===== config.mk =====
export PLATFORM = sky130hd
export DESIGN_NAME = dsrm_div
export DESIGN_NICKNAME = d
export VERILOG_FILES = /design/src/dsrm_pkg.sv /design/src/dsrm_div.sv
export SDC_FILE = /design/constraint.sdc
export NUM_CORES = 1
export LEC_CHECK = 0
export BUFFER_PORTS_ARGS = -buffer_cell sky130_fd_sc_hd__buf_2
export CAP_MARGIN = 0
export CORE_AREA = 4 4 94 96
export DETAILED_ROUTE_END_ITERATION = 10
export DIE_AREA = 0 0 98 100
export PLACE_DENSITY = 0.71
export SLEW_MARGIN = 20
export SYNTH_ARGS = -nofsm -noshare
export SYNTH_HDL_FRONTEND = slang
export SYNTH_SLANG_ARGS = --single-unit

===== constraint.sdc =====
create_clock -name clock -period 3.4 [get_ports clock]
set_clock_uncertainty 0.1 [all_clocks]
set_input_delay 0.34 -clock clock [delete_from_list [all_inputs] [get_ports clock]]
set_output_delay 0.34 -clock clock [all_outputs]
set_load 0.005 [all_outputs]

===== src/dsrm_pkg.sv =====
// dsrm_pkg: shared types and constants for the sun shadow ray march block
// no dependencies
`timescale 1ns / 1ps
`default_nettype none
package dsrm_pkg;

   localparam int DEF_MAX_COLS    = 512;
   localparam int DEF_MAX_ROWS    = 512;
   localparam int DEF_HEIGHT_BITS = 24;

   localparam int OP_W    = 1;
   localparam int COORD_W = 10;
   localparam int ELEV_W  = 24;
   localparam int CSR_W   = 20;
   localparam int CIDX_W  = 3;

   localparam int POS_FRAC = 16;
   localparam int POS_HALF = 32768;

   // ratio divider: 34-bit dividend, 17-bit divisor, 17-bit quotient
   localparam int DIV_NUM_W = 34;
   localparam int DIV_DEN_W = 17;
   localparam int DIV_Q_W   = 17;
   localparam int DIV_CNT_W = 5;

   localparam logic [OP_W-1:0] OP_WRITE = 1'b0;
   localparam logic [OP_W-1:0] OP_QUERY = 1'b1;

   localparam logic [CIDX_W-1:0] CFG_GRID_COLS = 3'd0;
   localparam logic [CIDX_W-1:0] CFG_GRID_ROWS = 3'd1;
   localparam logic [CIDX_W-1:0] CFG_SUN_X     = 3'd2;
   localparam logic [CIDX_W-1:0] CFG_SUN_Y     = 3'd3;
   localparam logic [CIDX_W-1:0] CFG_SUN_Z     = 3'd4;
   localparam logic [CIDX_W-1:0] CFG_CELL_SIZE = 3'd5;

   localparam logic [9:0]  RST_GRID_COLS = 10'd512;
   localparam logic [9:0]  RST_GRID_ROWS = 10'd512;
   localparam logic [15:0] RST_SUN_X     = 16'd0;
   localparam logic [15:0] RST_SUN_Y     = 16'd0;
   localparam logic [15:0] RST_SUN_Z     = 16'd32767;
   localparam logic [19:0] RST_CELL_SIZE = 20'd2500;

   typedef struct packed {
      logic start;
   } div_ctl_type;

   typedef struct packed {
      logic busy;
      logic done;
   } div_sts_type;

endpackage
`default_nettype wire


===== src/dsrm_div.sv =====
// dsrm_div: restoring divider, one quotient bit per cycle
// depends on dsrm_pkg
`timescale 1ns / 1ps
`default_nettype none
module dsrm_div (
   input  logic                             clock,
   input  logic                             reset,
   input  dsrm_pkg::div_ctl_type            ctl,
   input  logic [dsrm_pkg::DIV_NUM_W-1:0]   num,
   input  logic [dsrm_pkg::DIV_DEN_W-1:0]   den,
   output dsrm_pkg::div_sts_type            sts,
   output logic [dsrm_pkg::DIV_Q_W-1:0]     quo
);
   import dsrm_pkg::*;

   logic [DIV_DEN_W:0]   rem_ff, rem_in;
   logic [DIV_Q_W-1:0]   low_ff, low_in;
   logic [DIV_Q_W-1:0]   quo_ff, quo_in;
   logic [DIV_DEN_W-1:0] den_ff, den_in;
   logic [DIV_CNT_W-1:0] cnt_ff, cnt_in;
   logic                 busy_ff, busy_in;
   logic                 done_ff, done_in;
   logic [DIV_DEN_W:0]   trial;
   logic                 fits;

   always_comb begin
      trial  = {rem_ff[DIV_DEN_W-1:0], low_ff[DIV_Q_W-1]};
      fits   = trial >= {1'b0, den_ff};
      rem_in = rem_ff;
      low_in = low_ff;
      quo_in = quo_ff;
      den_in = den_ff;
      cnt_in = cnt_ff;
      busy_in = busy_ff;
      done_in = 1'b0;
      if (ctl.start) begin
         // high half is already below the divisor
         rem_in  = {1'b0, num[DIV_NUM_W-1:DIV_Q_W]};
         low_in  = num[DIV_Q_W-1:0];
         den_in  = den;
         cnt_in  = DIV_CNT_W'(DIV_Q_W);
         busy_in = 1'b1;
      end else if (busy_ff) begin
         rem_in = fits ? trial - {1'b0, den_ff} : trial;
         low_in = {low_ff[DIV_Q_W-2:0], 1'b0};
         quo_in = {quo_ff[DIV_Q_W-2:0], fits};
         cnt_in = cnt_ff - 1'b1;
         if (cnt_ff == DIV_CNT_W'(1)) begin
            busy_in = 1'b0;
            done_in = 1'b1;
         end
      end
   end

   always_ff @(posedge clock) begin
      if (reset) begin
         busy_ff <= 1'b0;
         done_ff <= 1'b0;
         cnt_ff  <= '0;
      end else begin
         busy_ff <= busy_in;
         done_ff <= done_in;
         cnt_ff  <= cnt_in;
      end
      rem_ff <= rem_in;
      low_ff <= low_in;
      quo_ff <= quo_in;
      den_ff <= den_in;
   end

   assign sts.busy = busy_ff;
   assign sts.done = done_ff;
   assign quo      = quo_ff;
endmodule
`default_nettype wire


==> flow_summary_export.csv, run 1 <==
group,metric,value,unit
status,status,"finished, final reports clean",
critical_path,critPathMaxStageDelay,0.43,ns
cts,post-cts-setup-buffer-count,0,
synthesis,synth_top_area_cell,"edfxtp_1",
route,postRouteAntennaNets,0,
timing,setup_slack,0.2962,ns
floorplan,start_util,48.50,%
timing,fmax,0.3222,GHz
route,wl,7581,µm
critical_path,worstPathBufferInverterCount,3,
timing,setup_viol,0,
synthesis,synth_top_area_share,52.29,%
synthesis,syn_area_per_cell,12.44,µm²
timing,hold_violations,0,
synthesis,synth_mux_area_share,5.896,%
critical_path,cpMaxStageDelayCell,"a221oi_2",
synthesis,synth_top_family_by_area,"compound AO/OA/AOI/OAI gates",
route,routed-via-count,2688,
pwr,powerDensity,626.0,mW/mm²
cts,cts_max_path_buffers,2,
critical_path,cp-start-kind,"flop",
placed_design,dp_cells,482,
synthesis,ys_warn_count,0,
cts,htreeDepth,3,
placed_design,routabilityCongestion,0.8351,
critical_path,crit_arrival,3.11,ns
cts,clk_pin_slew,0.09,ns
critical_path,worstSetupPathDepth,11,
pwr,leakage,1.874,nW
cts,tritoncts,"yes",
route,drt_iter0_markers,106,
placed_design,io_buffer_count,72,
critical_path,crit_required,3.40,ns
floorplan,dieWidth,98,µm
critical_path,end_kind,"flop",
route,drcViolationCount,0,
cts,cts.sinks,75,
placed_design,placed_area,0.004344,mm²
synthesis,syn_area,0.003905,mm²
critical_path,crit_type,"reg -> reg",
finish,layout-drive-gt1-share,30.79,%
floorplan,rows,33,
global_routing,grt_pass1_vias,2637,
critical_path,path_cells,"inv_1 > ha_1 > inv_1 > fa_1 > a21o_1 > a221oi_2 > a211o_1 > o211ai_4 > buf_4 > and4_1 > o22a_1",
route,first_pass_iters,4,
worst_hold_path,holdCritPathClass,"in -> reg",
floorplan,core-area,0.008051,mm²
cts,post_cts_resize_count,0,
finish,syn2layout_area_growth,16.95,%
timing,post-route-period-util,91.29,%
timing,setup_tns,0,ns
timing,max_slew_margin,43.73,%
cts,clkLatencyLatePin,0.35,ns
timing,rsz0062_at_grt,"false",
synthesis,syn_inst,314,
synthesis,synthDistinctLibCells,57,
global_routing,grt_max_degree,35,
critical_path,cp_top_family,"compound AO/OA/AOI/OAI gates",
run,drv_cap,0,
synthesis,synth_xor_area_share,3.364,%
timing,fin_hold_ws,0.06143,ns
critical_path,critPathMaxFanout,13,
global_routing,overflow,0,
placed_design,pre_cts_slack,0.3433,ns
finish,fillCellCount,724,
synthesis,yosysMostFrequentCell,"edfxtp_1",
synthesis,ys_seq_elements,75,
floorplan,io_pins,73,
finish,nets,462,
cts,cts.hold.buffers_added,0,
route,drt-vias-per-instance,5.398,
global_routing,grt_util_all_layers,16.00,%
timing,finalCriticalPeriod,3.104,ns
finish,final_util,56.72,%
finish,finalInstanceArea,0.004567,mm²
synthesis,synth.area.top_cells,"edfxtp_1 (52%), ha_1 (6.1%), mux2_2 (4.6%)",
finish,n_antenna_cell,0,
floorplan,die_area,0.009800,mm²
synthesis,synth_edf_count,68,
floorplan,die_h,100,µm
synthesis,synth_common_cells,"edfxtp_1 (68), inv_1 (28), ha_1 (19), nand2_1 (19)",
synthesis,async_flop_share,0,%
timing,finalMaxSlewViolations,0,
finish,instances_no_fill,498,
synthesis,synth_fa_ha_area_share,6.600,%
critical_path,ff2ff_path_depth,11,
synthesis,synth_compound_area_share,13.17,%
route,wl_per_cell,15.22,µm
synthesis,ys_seq_area_share,55.88,%
global_routing,antenna_found_initial,0,
synthesis,syn-num-nets,388,
timing,tightest_slew,0.8441,ns
synthesis,synth_simple_gate_area_share,10.29,%
cts,root_buffer,"clkbuf_8",
pwr,total_power,2.859,mW
global_routing,grt_pass1_wl,12530,µm
worst_hold_path,hold_path_depth,1,
critical_path,cp_common_cell,"inv_1",
cts,cts_buffers,9,
synthesis,synth_flop_cell,"edfxtp_1",
placed_design,post-dp-hpwl,5480,µm
critical_path,rrSetupSlack,0.30,ns
pwr,peakVddDrop,0.3814,mV
[area by class of cell]
cell class | count | area (µm²) | share of cell area, %
clock inverters | 7 | 98.84 | 2.164
well taps | 105 | 131.4 | 2.877
repair buffers | 76 | 390.4 | 8.548
flip-flops and latches | 75 | 2182 | 47.78
inverters | 28 | 105.1 | 2.301
multi-input cells | 198 | 1535 | 33.62
clock buffers | 9 | 123.9 | 2.712
[cell families (layout without fill, tap and decap cells)]
group | Yosys count | after routing
muxes | 21 | 21
xor gates and xnor gates | 15 | 15
adders and majority gates | 20 | 20
DFF | 75 | 75
and+or+nand+nor | 76 | 76
buffers and inverters | 41 | 120
AOI/OAI and AO/OA | 66 | 66
[cells in the final DEF (no fill, tap or decap), types with 3 or more instances in the layout]
cell / netlist / layout
clkbuf_8: 1 / 9
or2_2: 3 / 3
xnor2_1: 8 / 8
nor2_1: 16 / 16
o21ai_0: 13 / 13
ha_1: 19 / 19
and2_1: 3 / 3
mux2i_1: 5 / 5
a21oi_1: 13 / 13
nor3b_1: 5 / 5
o311ai_0: 3 / 3
mux2_2: 16 / 16
nand3_1: 4 / 4
buf_2: 1 / 72
a21o_1: 5 / 5
inv_1: 28 / 28
xor2_1: 7 / 7
nor2b_1: 3 / 3
dfxtp_1: 7 / 7
nand2_1: 19 / 19
edfxtp_1: 68 / 68
buf_4: 2 / 4
o21a_1: 4 / 4
a221o_1: 4 / 4
nor3_1: 9 / 9
[flip-flops by register name, summed over array words and instances, names as in the netlist]
signal and flops:
den_ff 17, rem_ff 17, done_ff 1, low_ff 17
busy_ff 1, cnt_ff 5, quo 17
[final timing paths]
kind                                  from    endpoint
worst max-delay path            low_ff[16]  rem_ff[13]
worst min-delay path                den[8]   den_ff[8]
worst max register to register  low_ff[16]  rem_ff[13]
worst min register to register      quo[5]      quo[6]
[routing by layer]
layer	up-vias	part of all wire, %	routed length, µm	track usage, %
met5	-	0	0	0
met4	0	0.71	54	4.579
met3	6	5.8	440	5.073
met2	75	47	3553	24.82
met1	1284	47	3532	21.74
li1	1323	-	-	-
[worst register-to-register path: stages, from the launching register on]
cell      delay, ns
edfxtp_1       0.41
inv_1          0.07
ha_1           0.17
inv_1          0.06
fa_1           0.40
a21o_1         0.22
a221oi_2       0.43
a211o_1        0.24
o211ai_4       0.18
buf_4          0.26
and4_1         0.16
o22a_1         0.17
[where the power goes]
group	internal (mW)	switching (mW)	total, mW
sequential	1.15	0.0521	1.20
combinational	0.411	0.485	0.896
clock	0.418	0.345	0.764
total	1.98	0.882	2.86
Note: power is estimated with default switching activity, not from simulation.
==> run 2, diff against run 1 <==
--- a/config.mk
+++ b/config.mk
@@ -5,11 +5,12 @@
 export SDC_FILE = /design/constraint.sdc
 export NUM_CORES = 1
 export LEC_CHECK = 0
+export ABC_AREA = 1
 export BUFFER_PORTS_ARGS = -buffer_cell sky130_fd_sc_hd__buf_2
 export CAP_MARGIN = 0
-export CORE_AREA = 4 4 94 96
+export CORE_AREA = 4 4 98 100
 export DETAILED_ROUTE_END_ITERATION = 10
-export DIE_AREA = 0 0 98 100
+export DIE_AREA = 0 0 102 104
 export PLACE_DENSITY = 0.71
 export SLEW_MARGIN = 20
 export SYNTH_ARGS = -nofsm -noshare
==> run 2 against run 1 <==
  * Sequential share of layout area shrank 3.2 points
  * Non-clock buffer count is the same
  * Power shrank 3.5%
  * Register-to-register slack gained 0.58 ns
  * Largest power group unchanged
  * Clock power shrank 11%
  * Critical endpoint is now rem_ff[5]
  * Critical path depth is the same
  * Via count grew 26%
==> flow_summary_export.csv, run 2 <==
group,metric,value,unit
cts,cts_buffers,9,
critical_path,ff2ff_path_depth,11,
run,drv_cap,0,
route,postRouteAntennaNets,0,
finish,layout_common_cells,"nand2_1 (195), inv_1 (77), buf_2 (72), edfxtp_1 (68), nor2_1 (29)",
critical_path,worstPathBufferInverterCount,1,
timing,rsz0062_at_grt,"false",
pwr,power_frac_seq,42.7,%
floorplan,core-area,0.008678,mm²
cts,cts_max_path_buffers,2,
worst_hold_path,hold_path_depth,1,
critical_path,cp-start-kind,"flop",
timing,setup_slack,0.8795,ns
synthesis,ys_seq_elements,75,
placed_design,post-dp-hpwl,6992,µm
global_routing,grt_pass1_wl,15760,µm
floorplan,start_util,48.92,%
floorplan,dieWidth,102,µm
pwr,p_clk_share,24.7,%
finish,regArea,0.002182,mm²
pwr,comb_power_share,32.6,%
synthesis,yosysMostFrequentCell,"nand2_1",
synthesis,syn-num-nets,572,
finish,layout-drive-gt1-share,19.17,%
critical_path,cp_top_family,"simple AND/OR/NAND/NOR gates",
synthesis,ys_warn_count,0,
timing,setup_tns,0,ns
timing,max_slew_margin,61.30,%
worst_hold_path,whs_endpoint,"den_ff[4]",
critical_path,r2r-start,"rem_ff[12]",
route,routed-via-count,3390,
worst_hold_path,holdCritPathClass,"in -> reg",
route,wl,9488,µm
finish,multiInputGateArea,0.001694,mm²
route,drcViolationCount,0,
cts,clkLatencyLatePin,0.35,ns
cts,post-cts-setup-buffer-count,0,
finish,instances_no_fill,687,
finish,layout_commonest_cell,"nand2_1",
timing,post-route-period-util,74.13,%
pwr,peakVddDrop,0.2528,mV
cts,tritoncts,"yes",
critical_path,cp_common_cell,"nand2_1",
floorplan,io_pins,73,
critical_path,end_kind,"flop",
floorplan,rows,34,
synthesis,async_flop_share,0,%
global_routing,antenna_found_initial,0,
timing,hold_violations,0,
placed_design,io_buffer_count,72,
pwr,swShare,34.88,%
critical_path,crit_required,3.40,ns
global_routing,overflow,0,
route,drt-vias-per-instance,4.934,
synthesis,ys_seq_area_share,51.40,%
placed_design,placed_area,0.004702,mm²
status,status,"finished, final reports clean",
synthesis,synthDistinctLibCells,39,
critical_path,worstReg2RegEnd,"rem_ff[5]",
pwr,leakage,2.487,nW
finish,fillCellCount,834,
placed_design,dp_cells,671,
route,drt_iter0_markers,196,
route,first_pass_iters,4,
synthesis,synth_edf_count,68,
floorplan,die_area,0.01061,mm²
critical_path,crit_type,"reg -> reg",
pwr,p_int,1.796,mW
cts,cts.hold.buffers_added,0,
global_routing,grt_pass1_vias,3348,
cts,cts.sinks,75,
finish,n_antenna_cell,0,
synthesis,synth.area.top_cells,"edfxtp_1 (48%), nand2_1 (17%), inv_1 (6.8%)",
cts,root_buffer,"clkbuf_8",
timing,finalCriticalPeriod,2.521,ns
pwr,powerDensity,563.7,mW/mm²
critical_path,rrSetupSlack,0.88,ns
synthesis,syn_area_per_cell,8.525,µm²
timing,setup_viol,0,
global_routing,grt_max_degree,55,
route,wl_per_cell,13.81,µm
critical_path,critPathMaxStageDelay,0.42,ns
synthesis,synth_top_area_share,48.10,%
critical_path,critPathMaxFanout,26,
floorplan,die_h,104,µm
synthesis,synth_flop_cell,"edfxtp_1",
timing,fmax,0.3967,GHz
critical_path,crit_arrival,2.52,ns
synthesis,syn_inst,498,
synthesis,synth_top_area_cell,"edfxtp_1",
placed_design,routabilityCongestion,0.8791,
finish,syn2layout_area_growth,15.27,%
timing,finalMaxSlewViolations,0,
finish,nets,648,
timing,tightest_slew,0.5805,ns
cts,post_cts_resize_count,0,
cts,htreeDepth,3,
pwr,switchingPower,0.9621,mW
placed_design,pre_cts_slack,0.8898,ns
finish,finalInstanceArea,0.004893,mm²
global_routing,grt_util_all_layers,18.70,%
critical_path,cpMaxStageDelayCell,"edfxtp_1",
synthesis,synth_common_cells,"nand2_1 (195), inv_1 (77), edfxtp_1 (68)",
worst_hold_path,holdCritStartpoint,"den[4]",
critical_path,path_cells,"ha_1 > nand2_1 > nand2_1 > inv_1 > nand2_1 > nand2_1 > nand2_1 > nor2_4 > nand2_4 > nor2_1 > o21ai_1",
synthesis,syn_area,0.004245,mm²
cts,clk_pin_slew,0.09,ns
## run 2: cell count changes after synthesis, moves of 8 or more
cell,before,now
nand3_2,0,8
nand3b_1,1,9
inv_1,28,77
nand3_1,4,24
nand2_1,19,195
o21ai_0,13,1
mux2_2,16,0
nor2_1,16,29
## run 2: logic make-up after synthesis
family / share of synthesized area (%)
AOI/OAI and AO/OA: 3.360
buffers and inverters: 8.694
xor gates and xnor gates: 1.444
adders and majority gates: 6.071
and+or+nand+nor: 29.03
DFF: 51.40
## run 2: final cells by class
| cell class | instances | share of cell area [%] |
|---|---|---|
| Timing Repair Buffer | 76 | 7.977 |
| Inverter | 80 | 6.137 |
| Sequential cell | 75 | 44.59 |
| Clock buffer | 10 | 2.608 |
| Clock inverter | 6 | 1.304 |
| Multi-Input combinational cell | 332 | 34.62 |
| Tap cell | 108 | 2.761 |
## run 2: worst max-delay path by stage
stage	startpoint	endpoint	slack [ns]	cells after the start
6_report	rem_ff[12]	rem_ff[5]	0.88	11
5_1_grt	rem_ff[12]	rem_ff[5]	0.72	11
4_1_cts	rem_ff[12]	rem_ff[5]	0.87	11
3_5_place_dp	rem_ff[14]	rem_ff[5]	0.89	9
3_3_place_gp	rem_ff[14]	rem_ff[5]	0.90	9
2_1_floorplan	low_ff[16]	rem_ff[10]	1.30	11
## run 2: routing by layer
| metal | up-vias | GRT usage, % | routed length, µm |
|---|---|---|---|
| met2 | 90 | 29.16 | 4466 |
| li1 | 1737 | - | - |
| met3 | 13 | 4.359 | 523 |
| met1 | 1550 | 25.97 | 4356 |
| met4 | 0 | 5.248 | 142 |
| met5 | - | 0 | 0 |
## run 2: power groups by stage
stage	sequential (mW)	combinational (mW)	clock (mW)
2_1_floorplan	1.18	0.693	0
3_3_place_gp	1.20	0.873	0
3_5_place_dp	1.20	0.888	0
4_1_cts	1.18	0.898	0.699
5_1_grt	1.19	1.03	0.739
6_report	1.18	0.899	0.681
## run 2: per-stage QoR
step	power [mW]	utilization (%)	hold WS, ns
floorplan	1.877	-	0.3094
global placement	2.068	54.18	0.3272
detailed placement	2.086	54.18	0.3288
CTS	2.776	56.39	0.03560
global route	2.960	56.39	0.03062
finish	2.759	56.39	0.06155
## run 2: worst register-to-register path, stage by stage, from the launching register on
cell,delay [ns]
edfxtp_1,0.42
ha_1,0.41
nand2_1,0.10
nand2_1,0.07
inv_1,0.06
nand2_1,0.06
nand2_1,0.06
nand2_1,0.10
nor2_4,0.29
nand2_4,0.27
nor2_1,0.23
o21ai_1,0.10
